[config.mk]
export PLATFORM = sky130hd
export DESIGN_NAME = ordered_list_insert_delete_search
export DESIGN_NICKNAME = d
export VERILOG_FILES = /design/src/design/olist_pkg.sv /design/src/design/ordered_list_insert_delete_search.sv
export SDC_FILE = /design/constraint.sdc
export NUM_CORES = 1
export LEC_CHECK = 0
export BUFFER_PORTS_ARGS = -buffer_cell sky130_fd_sc_hd__buf_2
export CAP_MARGIN = 20
export CORE_ASPECT_RATIO = 1.1
export CORE_MARGIN = 4
export CORE_UTILIZATION = 40
export CTS_CLUSTER_DIAMETER = 40
export DETAILED_ROUTE_END_ITERATION = 16
export PLACE_DENSITY = 0.65
export SKIP_CTS_REPAIR_TIMING = 1
export SYNTH_ARGS = -nofsm -noshare
export SYNTH_HDL_FRONTEND = slang
export SYNTH_SLANG_ARGS = --single-unit
[constraint.sdc]
create_clock -name clock -period 7.9 [get_ports clock]
set_input_delay 0.79 -clock clock [delete_from_list [all_inputs] [get_ports clock]]
set_output_delay 0.79 -clock clock [all_outputs]
set_load 0.005 [all_outputs]
[src/design/olist_pkg.sv]
// Shared opcode and status codes of the ordered list.
`timescale 1ns / 1ps
`default_nettype none
package olist_pkg;

   typedef enum logic [1:0] {
      OP_INSERT = 2'd0,
      OP_DELETE = 2'd1,
      OP_SEARCH = 2'd2,
      OP_NOP    = 2'd3
   } opcode_type;

   typedef enum logic [1:0] {
      ST_OK       = 2'd0,
      ST_EMPTY    = 2'd1,
      ST_NOTFOUND = 2'd2,
      ST_FULL     = 2'd3
   } status_type;

endpackage : olist_pkg
`default_nettype wire

[src/design/ordered_list_insert_delete_search.sv]
// Bounded ordered list in one memory: insert at front, delete first match, search.
//
//   channel   ports                                   handshake
//   request   req_opcode, req_value                   start and not busy
//   response  rsp_status, rsp_position, rsp_count     rsp_valid, one cycle
//
// An insert keeps busy high while the single memory read port moves the n
// held entries one a cycle toward the back. A search or a delete keeps busy
// high while it scans from the front to its first match (or to the end); a
// delete also walks the tail to close the gap. Full, empty and no-op beats,
// and an insert into an empty list, are answered with busy never rising.
// The response is valid in the first cycle with busy low after the beat is
// taken, the cycle right after the accepting edge when busy never rises, and
// cannot be held off.
// Reset empties the list at once; the memory needs no clearing pass.
`timescale 1ns / 1ps
`default_nettype none
module ordered_list_insert_delete_search
   import olist_pkg::*;
#(
   parameter int MAX_ENTRIES = 16
) (
   input  wire logic        clock,
   input  wire logic        reset,
   input  wire logic        start,
   output logic             busy,
   input  wire logic [1:0]  req_opcode,
   input  wire logic [31:0] req_value,
   output logic             rsp_valid,
   output logic [1:0]       rsp_status,
   output logic [4:0]       rsp_position,
   output logic [4:0]       rsp_count
);

   localparam int AW = (MAX_ENTRIES > 1) ? $clog2(MAX_ENTRIES) : 1;
   localparam int CW = $clog2(MAX_ENTRIES + 1);

   typedef enum logic [2:0] {
      S_IDLE,
      S_INS,
      S_INS_DRAIN,
      S_INS_FRONT,
      S_SCAN,
      S_SHIFT
   } state_type;

   state_type        state_ff;
   logic [CW-1:0]    used_ff;
   logic [CW-1:0]    rd_idx_ff;
   logic             pend_valid_ff;
   logic [AW-1:0]    pend_addr_ff;
   logic [31:0]      val_ff;
   logic             is_search_ff;
   logic             rsp_valid_ff;
   status_type       rsp_status_ff;
   logic [CW-1:0]    rsp_position_ff;

   logic [31:0]      mem [MAX_ENTRIES];
   logic [31:0]      rd_data_ff;

   logic [AW-1:0]    rd_addr;
   logic             wr_en;
   logic [AW-1:0]    wr_addr;
   logic [31:0]      wr_data;
   logic             fwd_issue;
   logic             hit;
   logic             last_pend;
   logic [CW+4:0]    used_ext;
   logic [CW+4:0]    pos_ext;

   assign rd_addr   = rd_idx_ff[AW-1:0];
   assign fwd_issue = (rd_idx_ff < used_ff);
   assign hit       = pend_valid_ff && (rd_data_ff == val_ff);
   assign last_pend = (CW'(pend_addr_ff) == (used_ff - CW'(1)));

   always_comb begin
      wr_en   = 1'b0;
      wr_addr = pend_addr_ff;
      wr_data = rd_data_ff;
      unique case (state_ff)
         S_IDLE: begin
            wr_en   = start && (opcode_type'(req_opcode) == OP_INSERT) && (used_ff == '0);
            wr_addr = '0;
            wr_data = req_value;
         end
         S_INS, S_INS_DRAIN: begin
            wr_en   = pend_valid_ff;
            wr_addr = pend_addr_ff + AW'(1);
         end
         S_INS_FRONT: begin
            wr_en   = 1'b1;
            wr_addr = '0;
            wr_data = val_ff;
         end
         S_SCAN: begin
            wr_en = 1'b0;
         end
         S_SHIFT: begin
            wr_en   = pend_valid_ff;
            wr_addr = pend_addr_ff - AW'(1);
         end
         default: begin
            wr_en = 1'b0;
         end
      endcase
   end

   always_ff @(posedge clock) begin
      if (wr_en) begin
         mem[wr_addr] <= wr_data;
      end
      rd_data_ff <= mem[rd_addr];
   end

   always_ff @(posedge clock) begin
      if (reset) begin
         state_ff      <= S_IDLE;
         used_ff       <= '0;
         pend_valid_ff <= 1'b0;
         rsp_valid_ff  <= 1'b0;
      end else begin
         rsp_valid_ff <= 1'b0;
         unique case (state_ff)
            S_IDLE: begin
               pend_valid_ff <= 1'b0;
               if (start) begin
                  val_ff          <= req_value;
                  rsp_status_ff   <= ST_OK;
                  rsp_position_ff <= '0;
                  unique case (opcode_type'(req_opcode))
                     OP_INSERT: begin
                        if (used_ff == CW'(MAX_ENTRIES)) begin
                           rsp_status_ff <= ST_FULL;
                           rsp_valid_ff  <= 1'b1;
                        end else if (used_ff == '0) begin
                           used_ff      <= used_ff + CW'(1);
                           rsp_valid_ff <= 1'b1;
                        end else begin
                           rd_idx_ff <= used_ff - CW'(1);
                           state_ff  <= S_INS;
                        end
                     end
                     OP_DELETE, OP_SEARCH: begin
                        is_search_ff <= (opcode_type'(req_opcode) == OP_SEARCH);
                        if (used_ff == '0) begin
                           rsp_status_ff <= ST_EMPTY;
                           rsp_valid_ff  <= 1'b1;
                        end else begin
                           rd_idx_ff <= '0;
                           state_ff  <= S_SCAN;
                        end
                     end
                     OP_NOP: begin
                        rsp_valid_ff <= 1'b1;
                     end
                     default: begin
                        rsp_valid_ff <= 1'b1;
                     end
                  endcase
               end
            end
            S_INS: begin
               pend_valid_ff <= 1'b1;
               pend_addr_ff  <= rd_addr;
               rd_idx_ff     <= rd_idx_ff - CW'(1);
               if (rd_idx_ff == '0) begin
                  state_ff <= S_INS_DRAIN;
               end
            end
            S_INS_DRAIN: begin
               pend_valid_ff <= 1'b0;
               state_ff      <= S_INS_FRONT;
            end
            S_INS_FRONT: begin
               used_ff      <= used_ff + CW'(1);
               rsp_valid_ff <= 1'b1;
               state_ff     <= S_IDLE;
            end
            S_SCAN: begin
               pend_valid_ff <= fwd_issue;
               pend_addr_ff  <= rd_addr;
               rd_idx_ff     <= rd_idx_ff + CW'(fwd_issue);
               if (hit) begin
                  if (is_search_ff) begin
                     rsp_position_ff <= CW'(pend_addr_ff) + CW'(1);
                     rsp_valid_ff    <= 1'b1;
                     state_ff        <= S_IDLE;
                  end else begin
                     state_ff <= S_SHIFT;
                  end
               end else if (pend_valid_ff && last_pend) begin
                  rsp_status_ff <= ST_NOTFOUND;
                  rsp_valid_ff  <= 1'b1;
                  state_ff      <= S_IDLE;
               end
            end
            S_SHIFT: begin
               pend_valid_ff <= fwd_issue;
               pend_addr_ff  <= rd_addr;
               rd_idx_ff     <= rd_idx_ff + CW'(fwd_issue);
               if (!pend_valid_ff && !fwd_issue) begin
                  used_ff      <= used_ff - CW'(1);
                  rsp_valid_ff <= 1'b1;
                  state_ff     <= S_IDLE;
               end
            end
            default: begin
               state_ff <= S_IDLE;
            end
         endcase
      end
   end

   assign used_ext = {5'd0, used_ff};
   assign pos_ext  = {5'd0, rsp_position_ff};

   assign busy         = (state_ff != S_IDLE);
   assign rsp_valid    = rsp_valid_ff;
   assign rsp_status   = rsp_status_ff;
   assign rsp_position = pos_ext[4:0];
   assign rsp_count    = used_ext[4:0];

endmodule : ordered_list_insert_delete_search
`default_nettype wire

== Word level (Yosys, flattened, before mapping) ==
Memory sizes are Yosys's and may differ from the RTL's. A register that Yosys moved wholly into a read port is not among the register bits.
Cells that the tools add are included.

* Bits in registers: 59
* Memory bits (read-only): 0
* Latch bits: 0
* Logic and storage cells: 126
* Memories: 1
* Memory bits (writable): 512

{| class="wikitable"
|+ Memories
! name !! words !! width !! read ports !! clocked after memory_dff !! wr ports !! RTL line !! RTL
|-
| mem || 16 || 32 || 1 || 1 || 1 || ordered_list_insert_delete_search.sv:58 || <nowiki>logic [31:0] mem [MAX_ENTRIES];</nowiki>
|}

* Add/subtract/negate cells: 7
* Multiplexer cells: 49
* Bitwise gates (word level): 1
* Equal/unequal tests: 26
* Shifts and indexed selects: 0
* $lt $le $gt $ge: 1
* Multiply operators: 0
* Div/mod/pow operators: 0
* Reduce and logical (&&, ||, !) cells: 31

{| class="wikitable"
|+ Operators by type and width
! operator !! number
|-
| $pmux W32 S2 || 1
|-
| $mux W5 || 12
|-
| $eq A32 B32 Y1 || 1
|-
| $pmux W5 S3 || 2
|-
| $mux W3 || 9
|-
| $ne A2 B2 Y1 const B || 10
|-
| $pmux W5 S2 || 2
|-
| $pmux W3 S5 || 1
|-
| $ne A3 B3 Y1 const B || 4
|-
| $pmux W4 S3 || 1
|-
| $reduce_bool A3 Y1 || 4
|-
| $logic_not A5 Y1 || 2
|-
| $mux W1 || 10
|-
| $reduce_and A5 Y1 || 2
|-
| $reduce_or A2 Y1 || 5
|-
| $sub A5 B1 Y5 const B || 2
|-
| $pmux W1 S3 || 3
|-
| $mux W2 || 4
|-
| $pmux W2 S2 || 2
|-
| $reduce_and A8 Y1 || 1
|-
| $reduce_and A7 Y1 || 1
|-
| $eq A3 B2 Y1 const B || 2
|-
| $eq A3 B3 Y1 const B || 2
|-
| $pmux W3 S2 || 1
|-
| other kinds (24) || 31
|}

== Depth between registers and ports, before layout ==
Gate-level depths: netlist of run 1.

* Depth after elaboration: 6
* Gate-level depth with buffers: 14
* Mapped depth without buffers: 14

== Worst setup path after synthesis of run 1 ==
OpenSTA, ideal clock, no wires.

* Path kind: register -> register
* From: register state_ff[2]
* To: memory mem[5][0], enable pin
* Stages on the path, launching flop included: 14
* Required time: 7.479 ns
* Arrival: 3.621 ns
* Library setup time: 0.421 ns
* Setup slack: 3.858 ns
* Cell sequence: dfxtp_1 > buf_6 > nor2b_1 > buf_4 > nand2_4 > inv_1 > ha_1 > a21o_1 > a21oi_1 > nor2_1 > a211oi_1 > a2111oi_4 > nand2b_1 > nor2_1

* Cells in the longest elaborated chain, start to end: 5
* Elaborated cells on any way between the ends: 12

{| class="wikitable"
|+ Ends and longest elaborated chain
! element !! RTL line !! RTL
|-
| from (decl) || ordered_list_insert_delete_search.sv:47 || <nowiki>state_type state_ff;</nowiki>
|-
| from (signal assigned) || ordered_list_insert_delete_search.sv:117 || <nowiki>state_ff <= S_IDLE;</nowiki>
|-
| from (signal assigned) || ordered_list_insert_delete_search.sv:140 || <nowiki>state_ff <= S_INS;</nowiki>
|-
| from (signal assigned) || ordered_list_insert_delete_search.sv:150 || <nowiki>state_ff <= S_SCAN;</nowiki>
|-
| $eq A3 B3 Y1, or another cell as far along || ordered_list_insert_delete_search.sv:80 || <nowiki>unique case (state_ff)</nowiki>
|-
| $reduce_or A3 Y1 (no source line) || - ||
|-
| $pmux W1 S3 || ordered_list_insert_delete_search.sv:80 ||
|-
| $mux W1 || ordered_list_insert_delete_search.sv:109 || <nowiki>if (wr_en) begin</nowiki>
|-
| $mux W1 (implied by the code) || ordered_list_insert_delete_search.sv:110 || <nowiki>mem[wr_addr] <= wr_data;</nowiki>
|-
| to (decl) || ordered_list_insert_delete_search.sv:58 ||
|}

Several ways; a longest one is shown, not always the timed one.

== Final worst setup path of run 1 ==
* From: register state_ff[2]
* To: memory mem[8][15], enable pin

Same word-level chain as after synthesis.

==> metrics, run 1 <==
setup repair after global routing missed its margin=false; relative slew slack=approximately 30%; proportion of power drawn by flip-flops and latches=47.0%; synthesized area divided by synthesized cell count=a little over 20 sq um; count of port buffers added during placement=50; 1st-iter DRT viols=1334; Switching Share=22.91%; Avg WL per Cell=24.87 microns; aggregate global-route resource usage=about 17%; share of post-route cells with drive strength above 1=between 20% and 30%; arrival time worst endpoint=5.08 ns; end of the worst register-to-register path=mem[8][15]; total power per unit cell area=between 200 and 300 nW/um^2; Post-Route WL=51.76 mm; Setup Viol. Count Final=0; clock net sink count=~600; H-tree lvl count=3; die outline height=263.6 microns; number of buffers added by the clock tree synthesis step=76; number of routed nets with antenna violations=0; number of core rows=93; synthesis warning total=0; clock share of power=46.0%; Gate Count Post-Synth=1162; Leakage Power=9.057 nW; post-route standard cell area excluding fillers=27800 sq um; IR drop worst, VDD=around 0.00014 V; part of the Yosys area used for sequential elements=74.47%; clock period minus final worst setup slack=4.814 ns; maximum number of pins on one net before global-route repair=107; width of the die=240.3 microns; hold violation count in the final report=0; cell depth of the worst min-delay path=1; CP peak stage delay=approximately 0.74 ns; Max Root-Sink Buffers=3; internal power=about 6.0 mW; slew at the pin with the worst max-slew slack=between 1 and 1.5 ns; status=complete, no violations; Min-Delay Path Class=in -> reg; beginning of the worst register-to-register path=state_ff[2]; instance area after placement=25110 sq um; Critical Path Source Type=flip-flop; part of the power in combinational logic=7.0%; initial core utilization=40.50%; clock tree root buffer cell=sky130_fd_sc_hd__clkbuf_16; half-perimeter wire length after detailed placement=30.35 mm; total grt overflow=0; vias after detailed routing=11480; number of storage elements in the synthesis netlist=603; CP max FO=21; average via count per standard cell=roughly 5.5; slowest CP cell=sky130_fd_sc_hd__dfxtp_1; cell-by-cell trace of the critical path=nor2b_1 -> nand2_4 -> inv_1 -> ha_1 -> a21o_1 -> a21oi_1 -> a211oi_1 -> a2111oi_4 -> nand2_1 -> nor2_4 -> buf_4; number of antenna violations at the first check in global routing=1; area growth from synthesis to layout=17.06%; number of flops mapped to enable cells by yosys=561; cells on worst reg2reg path=11; Max Slew Vio Count=0; critical path data required time=8.16 ns; final clock skew=about 0.019 ns; Critical Setup Path Class=reg -> reg; netlist area before placement=23750 sq um; kind of capture point of the worst setup path=flip-flop; switching power total=1.794 mW; core box area=58650 sq um; most common cell after layout, fill and taps aside=sky130_fd_sc_hd__edfxtp_1; most frequent cells in the layout=sky130_fd_sc_hd__edfxtp_1, sky130_fd_sc_hd__mux4_2, sky130_fd_sc_hd__nand2_1, sky130_fd_sc_hd__clkbuf_16, sky130_fd_sc_hd__buf_2; share of the cycle needed by the critical path after routing=60.94%; number of distinct library cell variants in the gate-level netlist after synthesis=between 50 and 60; iteration count of the initial detailed-routing pass=6; first-pass GRT wire length=78.36 mm; Max Cap Viol=0; summed negative setup slack over all endpoints=0 ns; Hold Crit Start=req_value[18]; destination of the worst hold path=val_ff[18]; most used flip-flop cell after synthesis=sky130_fd_sc_hd__edfxtp_1; worst setup path startpoint=state_ff[2]; TritonCTS clock tree=built; share of flip-flops with an asynchronous set or reset=0%; antenna diode count=0; Max Fclk=207.7 MHz; net count after synthesis=1217; number of DRC violations after detailed routing=0; insertion delay of the later-clocked pin in the worst-skew pair=0.61 ns; full die area=63340 sq um; clock slew at the register clock pins of the worst setup and hold paths=about 0.06 ns; count of pins on the block boundary=51; routability cong.=0.8272; number of global-route vias before repair=roughly 12000; reg-to-reg slack, setup=3.09 ns; count of nets after finishing=1314
## power by group through the flow
stage	Clock, mW	Sequential [mW]	Combinational (mW)
after global placement	0	3.75	0.534
final	3.60	3.68	0.548
after global routing	3.81	3.69	0.596
after floorplan	0	3.74	0.355
after detailed placement	0	3.75	0.554
after CTS	3.66	3.68	0.556
## cell usage after synthesis (11+ instances only)
library cell	instances	share of area, %
sky130_fd_sc_hd__a22oi_1	32	1.0
sky130_fd_sc_hd__buf_2	15	0.32
sky130_fd_sc_hd__edfxtp_1	561	71
sky130_fd_sc_hd__nor2_1	35	0.55
sky130_fd_sc_hd__mux4_2	160	15
sky130_fd_sc_hd__buf_1	11	0.17
sky130_fd_sc_hd__a21oi_1	16	0.34
sky130_fd_sc_hd__xnor2_1	31	1.1
sky130_fd_sc_hd__nand2_1	77	1.2
sky130_fd_sc_hd__xor2_1	16	0.59
sky130_fd_sc_hd__ha_1	16	0.84
sky130_fd_sc_hd__inv_1	18	0.28
sky130_fd_sc_hd__dfxtp_1	42	3.5
sky130_fd_sc_hd__clkbuf_1	24	0.38
## flip-flops by register name, indices dropped and copies added, names as in the netlist
signal         count
rd_data_ff        32
rsp_position       5
is_search_ff       1
rsp_status         2
mem              512
pend_valid_ff      1
state_ff           3
pend_addr_ff       4
val_ff            32
rsp_count          5
rsp_valid          1
rd_idx_ff          5
## logic make-up after synthesis
family                   synth area share, %
adder cells (fa/ha/maj)                1.012
multiplexers                           15.26
flip-flops                             74.47
buffers and inverters                  1.412
AND/OR/NAND/NOR                        3.330
AO/OA/AOI/OAI                          2.713
XOR/XNOR                               1.802
## through the flow
stage / utilization, % / hold WS (ns) / setup slack, ns / power (mW) / cells
global placement: 42.59 / 0.5393 / 3.230 / 4.280 / 1934
CTS: 47.37 / 0.3370 / 3.154 / 7.893 / 2080
finish: 47.41 / 0.3641 / 3.086 / 7.831 / 2081
detailed placement: 42.81 / 0.5429 / 3.178 / 4.302 / 1940
global route: 47.41 / 0.3463 / 2.866 / 8.090 / 2081
floorplan: - / 0.4822 / 3.858 / 4.091 / 1162
## routing by layer
layer	vias to the layer above	GRT usage, %	part of all wire [%]
met1	6030	23.53	42
met3	78	3.185	6.7
li1	4981	-	-
met4	0	4.711	2.0
met5	-	0	0
met2	391	26.59	49
## worst max-delay path, delay by kind of cell (launching register included)
family                     cells  cell delay (ns)
AOI/OAI and AO/OA              4             1.08
adders and majority gates      1             0.26
DFF                            1             0.74
buffers and inverters          2             0.66
and+or+nand+nor                4             1.69
## final cells by class
type	instances	area, sq um
inverter	19	71.32
tap	760	950.9
clock buffer	84	1952
fill	4784	30840
timing repair buffer	76	553.0
sequential	603	17690
multi-input combinational	483	5863
clock inverter	56	724.4
## worst max path at each step
stage                       endpoint
after detailed placement   mem[8][9]
after global placement    mem[0][23]
after global routing      mem[8][15]
after CTS                 mem[8][15]
final                     mem[8][15]
after floorplan            mem[5][0]
(Power assumes the default switching activity.)
==> run 2: changes to the inputs <==
clock period = 4.66 ns   (was 7.9 ns; I/O delays follow)
==> metrics, run 2 (synthesized netlist as in run 1, its figures left out) <==
setup slack after placement=0.8206 ns (-2.358 ns); total number of cells along the worst setup path=10 (-1); number of core rows=93 (unchanged); CP peak stage delay=0.70 ns (-0.04 ns); cells on worst reg2reg path=10 (-1); registers with the most flip-flops=mem (512), rd_data_ff (32), val_ff (32); count of port buffers added during placement=50 (unchanged); total grt overflow=0 (unchanged); Max Cap Viol=0 (unchanged); Max Fclk=261.9 MHz (+26%); Max Slew Vio Count=0 (unchanged); number of global-route vias before repair=11680 (-2.2%); setup repair after global routing missed its margin=false; total power per unit cell area=467.1 nW/um^2 (+66%); cell-by-cell trace of the critical path=nand2_4 -> inv_1 -> ha_1 -> a21o_1 -> a21oi_1 -> a211oi_1 -> a2111oi_4 -> nand2_1 -> nor2_4 -> buf_4; TritonCTS clock tree=built; vias after detailed routing=11580 (+0.86%); clock slew at the register clock pins of the worst setup and hold paths=0.06 ns (about the same); maximum number of pins on one net before global-route repair=120 (+12%); number of routed nets with antenna violations=0 (unchanged); 1st-iter DRT viols=1291 (-3.2%); Setup Viol. Count Final=0 (unchanged); area growth from synthesis to layout=16.58%; area occupied by multi-input gates=5863 sq um (unchanged); register bank with the most flops=mem; fill count=4800 (+0.33%); CP max FO=32 (+52%); instance area after placement=25200 sq um (+0.38%); met1 demand-to-capacity share in global routing=25.84% (+2.3 points); PnR worst setup slack=0.8421 ns (-2.244 ns); final clock skew=0.04013 ns (+0.02133 ns); width of the die=240.3 microns (unchanged); number of buffers added by the clock tree synthesis step=71 (-6.6%); antenna diode count=0 (unchanged); clock tree root buffer cell=sky130_fd_sc_hd__clkbuf_16; slowest CP cell=sky130_fd_sc_hd__dfxtp_1; Most Crowded Layer GR=met1; cell depth of the worst min-delay path=1 (unchanged); post-route worst hold slack=0.06222 ns (-0.3019 ns); critical path data required time=4.89 ns (-3.27 ns); insertion delay of the later-clocked pin in the worst-skew pair=0.61 ns (about the same); aggregate global-route resource usage=16.46% (-0.16 points); initial core utilization=40.50% (unchanged); H-tree lvl count=3 (unchanged); met2 routing resource usage after global routing=23.29% (-3.3 points); Min-Delay Path Class=in -> reg; core box area=58650 sq um (unchanged); clock period minus final worst setup slack=3.818 ns (-0.9960 ns); number of DRC violations after detailed routing=0 (unchanged); arrival time worst endpoint=4.04 ns (-1.04 ns); final cell count without fillers=2077 (-0.19%); share of the cycle needed by the critical path after routing=81.93% (+21 points); share of post-route cells with drive strength above 1=29.38% (-0.59 points); Avg WL per Cell=24.82 microns (-0.24%); kind of capture point of the worst setup path=flip-flop; Max Root-Sink Buffers=3 (unchanged); slew at the pin with the worst max-slew slack=1.094 ns (+0.04318 ns); routability cong.=0.8169 (-1.2%); count of nets after finishing=1314 (unchanged); count of pins on the block boundary=51 (unchanged); max FFs per register=512 (unchanged); iteration count of the initial detailed-routing pass=5 (-1); crit-path leading delay family=compound AO/OA/AOI/OAI gates; Critical Path Source Type=flip-flop; clock net sink count=603 (unchanged); Design Power=12.93 mW (+65%); half-perimeter wire length after detailed placement=32.76 mm (+7.9%); full die area=63340 sq um (unchanged); relative slew slack=26.36% (-3.6 points); average via count per standard cell=5.575 (+1.1%); Buf+Inv Stages, Crit Path=2 (unchanged); summed negative setup slack over all endpoints=0 ns (unchanged); most frequent cells in the layout=sky130_fd_sc_hd__edfxtp_1, sky130_fd_sc_hd__mux4_2, sky130_fd_sc_hd__nand2_1, sky130_fd_sc_hd__clkbuf_16, sky130_fd_sc_hd__buf_2; die outline height=263.6 microns (unchanged); global routing met3 resource utilization=3.834% (+0.65 points); sequential standard cell area=17690 sq um (unchanged); cell count after placement=1946 (+0.31%); number of antenna violations at the first check in global routing=1 (unchanged); hold violation count in the final report=0 (unchanged); first-pass GRT wire length=77.45 mm (-1.2%); post-route standard cell area excluding fillers=27690 sq um (-0.41%); Post-Route WL=51.54 mm (-0.43%); core occupancy in the finished layout=47.21% (-0.20 points); Leakage Power=9.005 nW (-0.58%); status=complete, no violations; most common cell after layout, fill and taps aside=sky130_fd_sc_hd__edfxtp_1; IR drop worst, VDD=0.0002433 V (+71%); Critical Setup Path Class=reg -> reg
## run 2: routing by layer
layer  wire length (microns)  up-vias
li1                        -     4993
met1                   23110     6029
met2                   23050      491
met3                    4562       64
met4                     806        2
met5                      13        -
## run 2: report_power, final
group	switching [mW]	leakage (nW)	total [mW]	internal [mW]
Sequential	0.0617	5.42	6.24	6.18
Combinational	0.636	2.38	0.967	0.330
Clock	2.22	1.21	5.72	3.50
Total	2.92	9.00	12.9	10.0
## run 2: final timing paths
kind | from | to | slack, ns
worst max-delay path | state_ff[0] | mem[9][5] | 0.84
worst min-delay path | req_value[7] | val_ff[7] | 0.06
worst max register to register | state_ff[0] | mem[9][5] | 0.84
worst min register to register | rsp_count[4] | rsp_count[4] | 0.56
## run 2: worst register-to-register path, delay by kind of cell (launching register included)
family          cells  cell delay [ns]
compound gates      4             1.12
fa+ha+maj           1             0.27
buf+inv             2             0.65
flops               1             0.70
simple gates        3             0.72
## run 2: cell type report
cell class              count  share of cell area, %
multi-input cells         483                  21.18
clock buffers              87                  7.091
clock inverters            44                  1.889
flip-flops and latches    603                  63.88
repair buffers             81                  2.269
inverters                  19                 0.2576
well taps                 760                  3.435
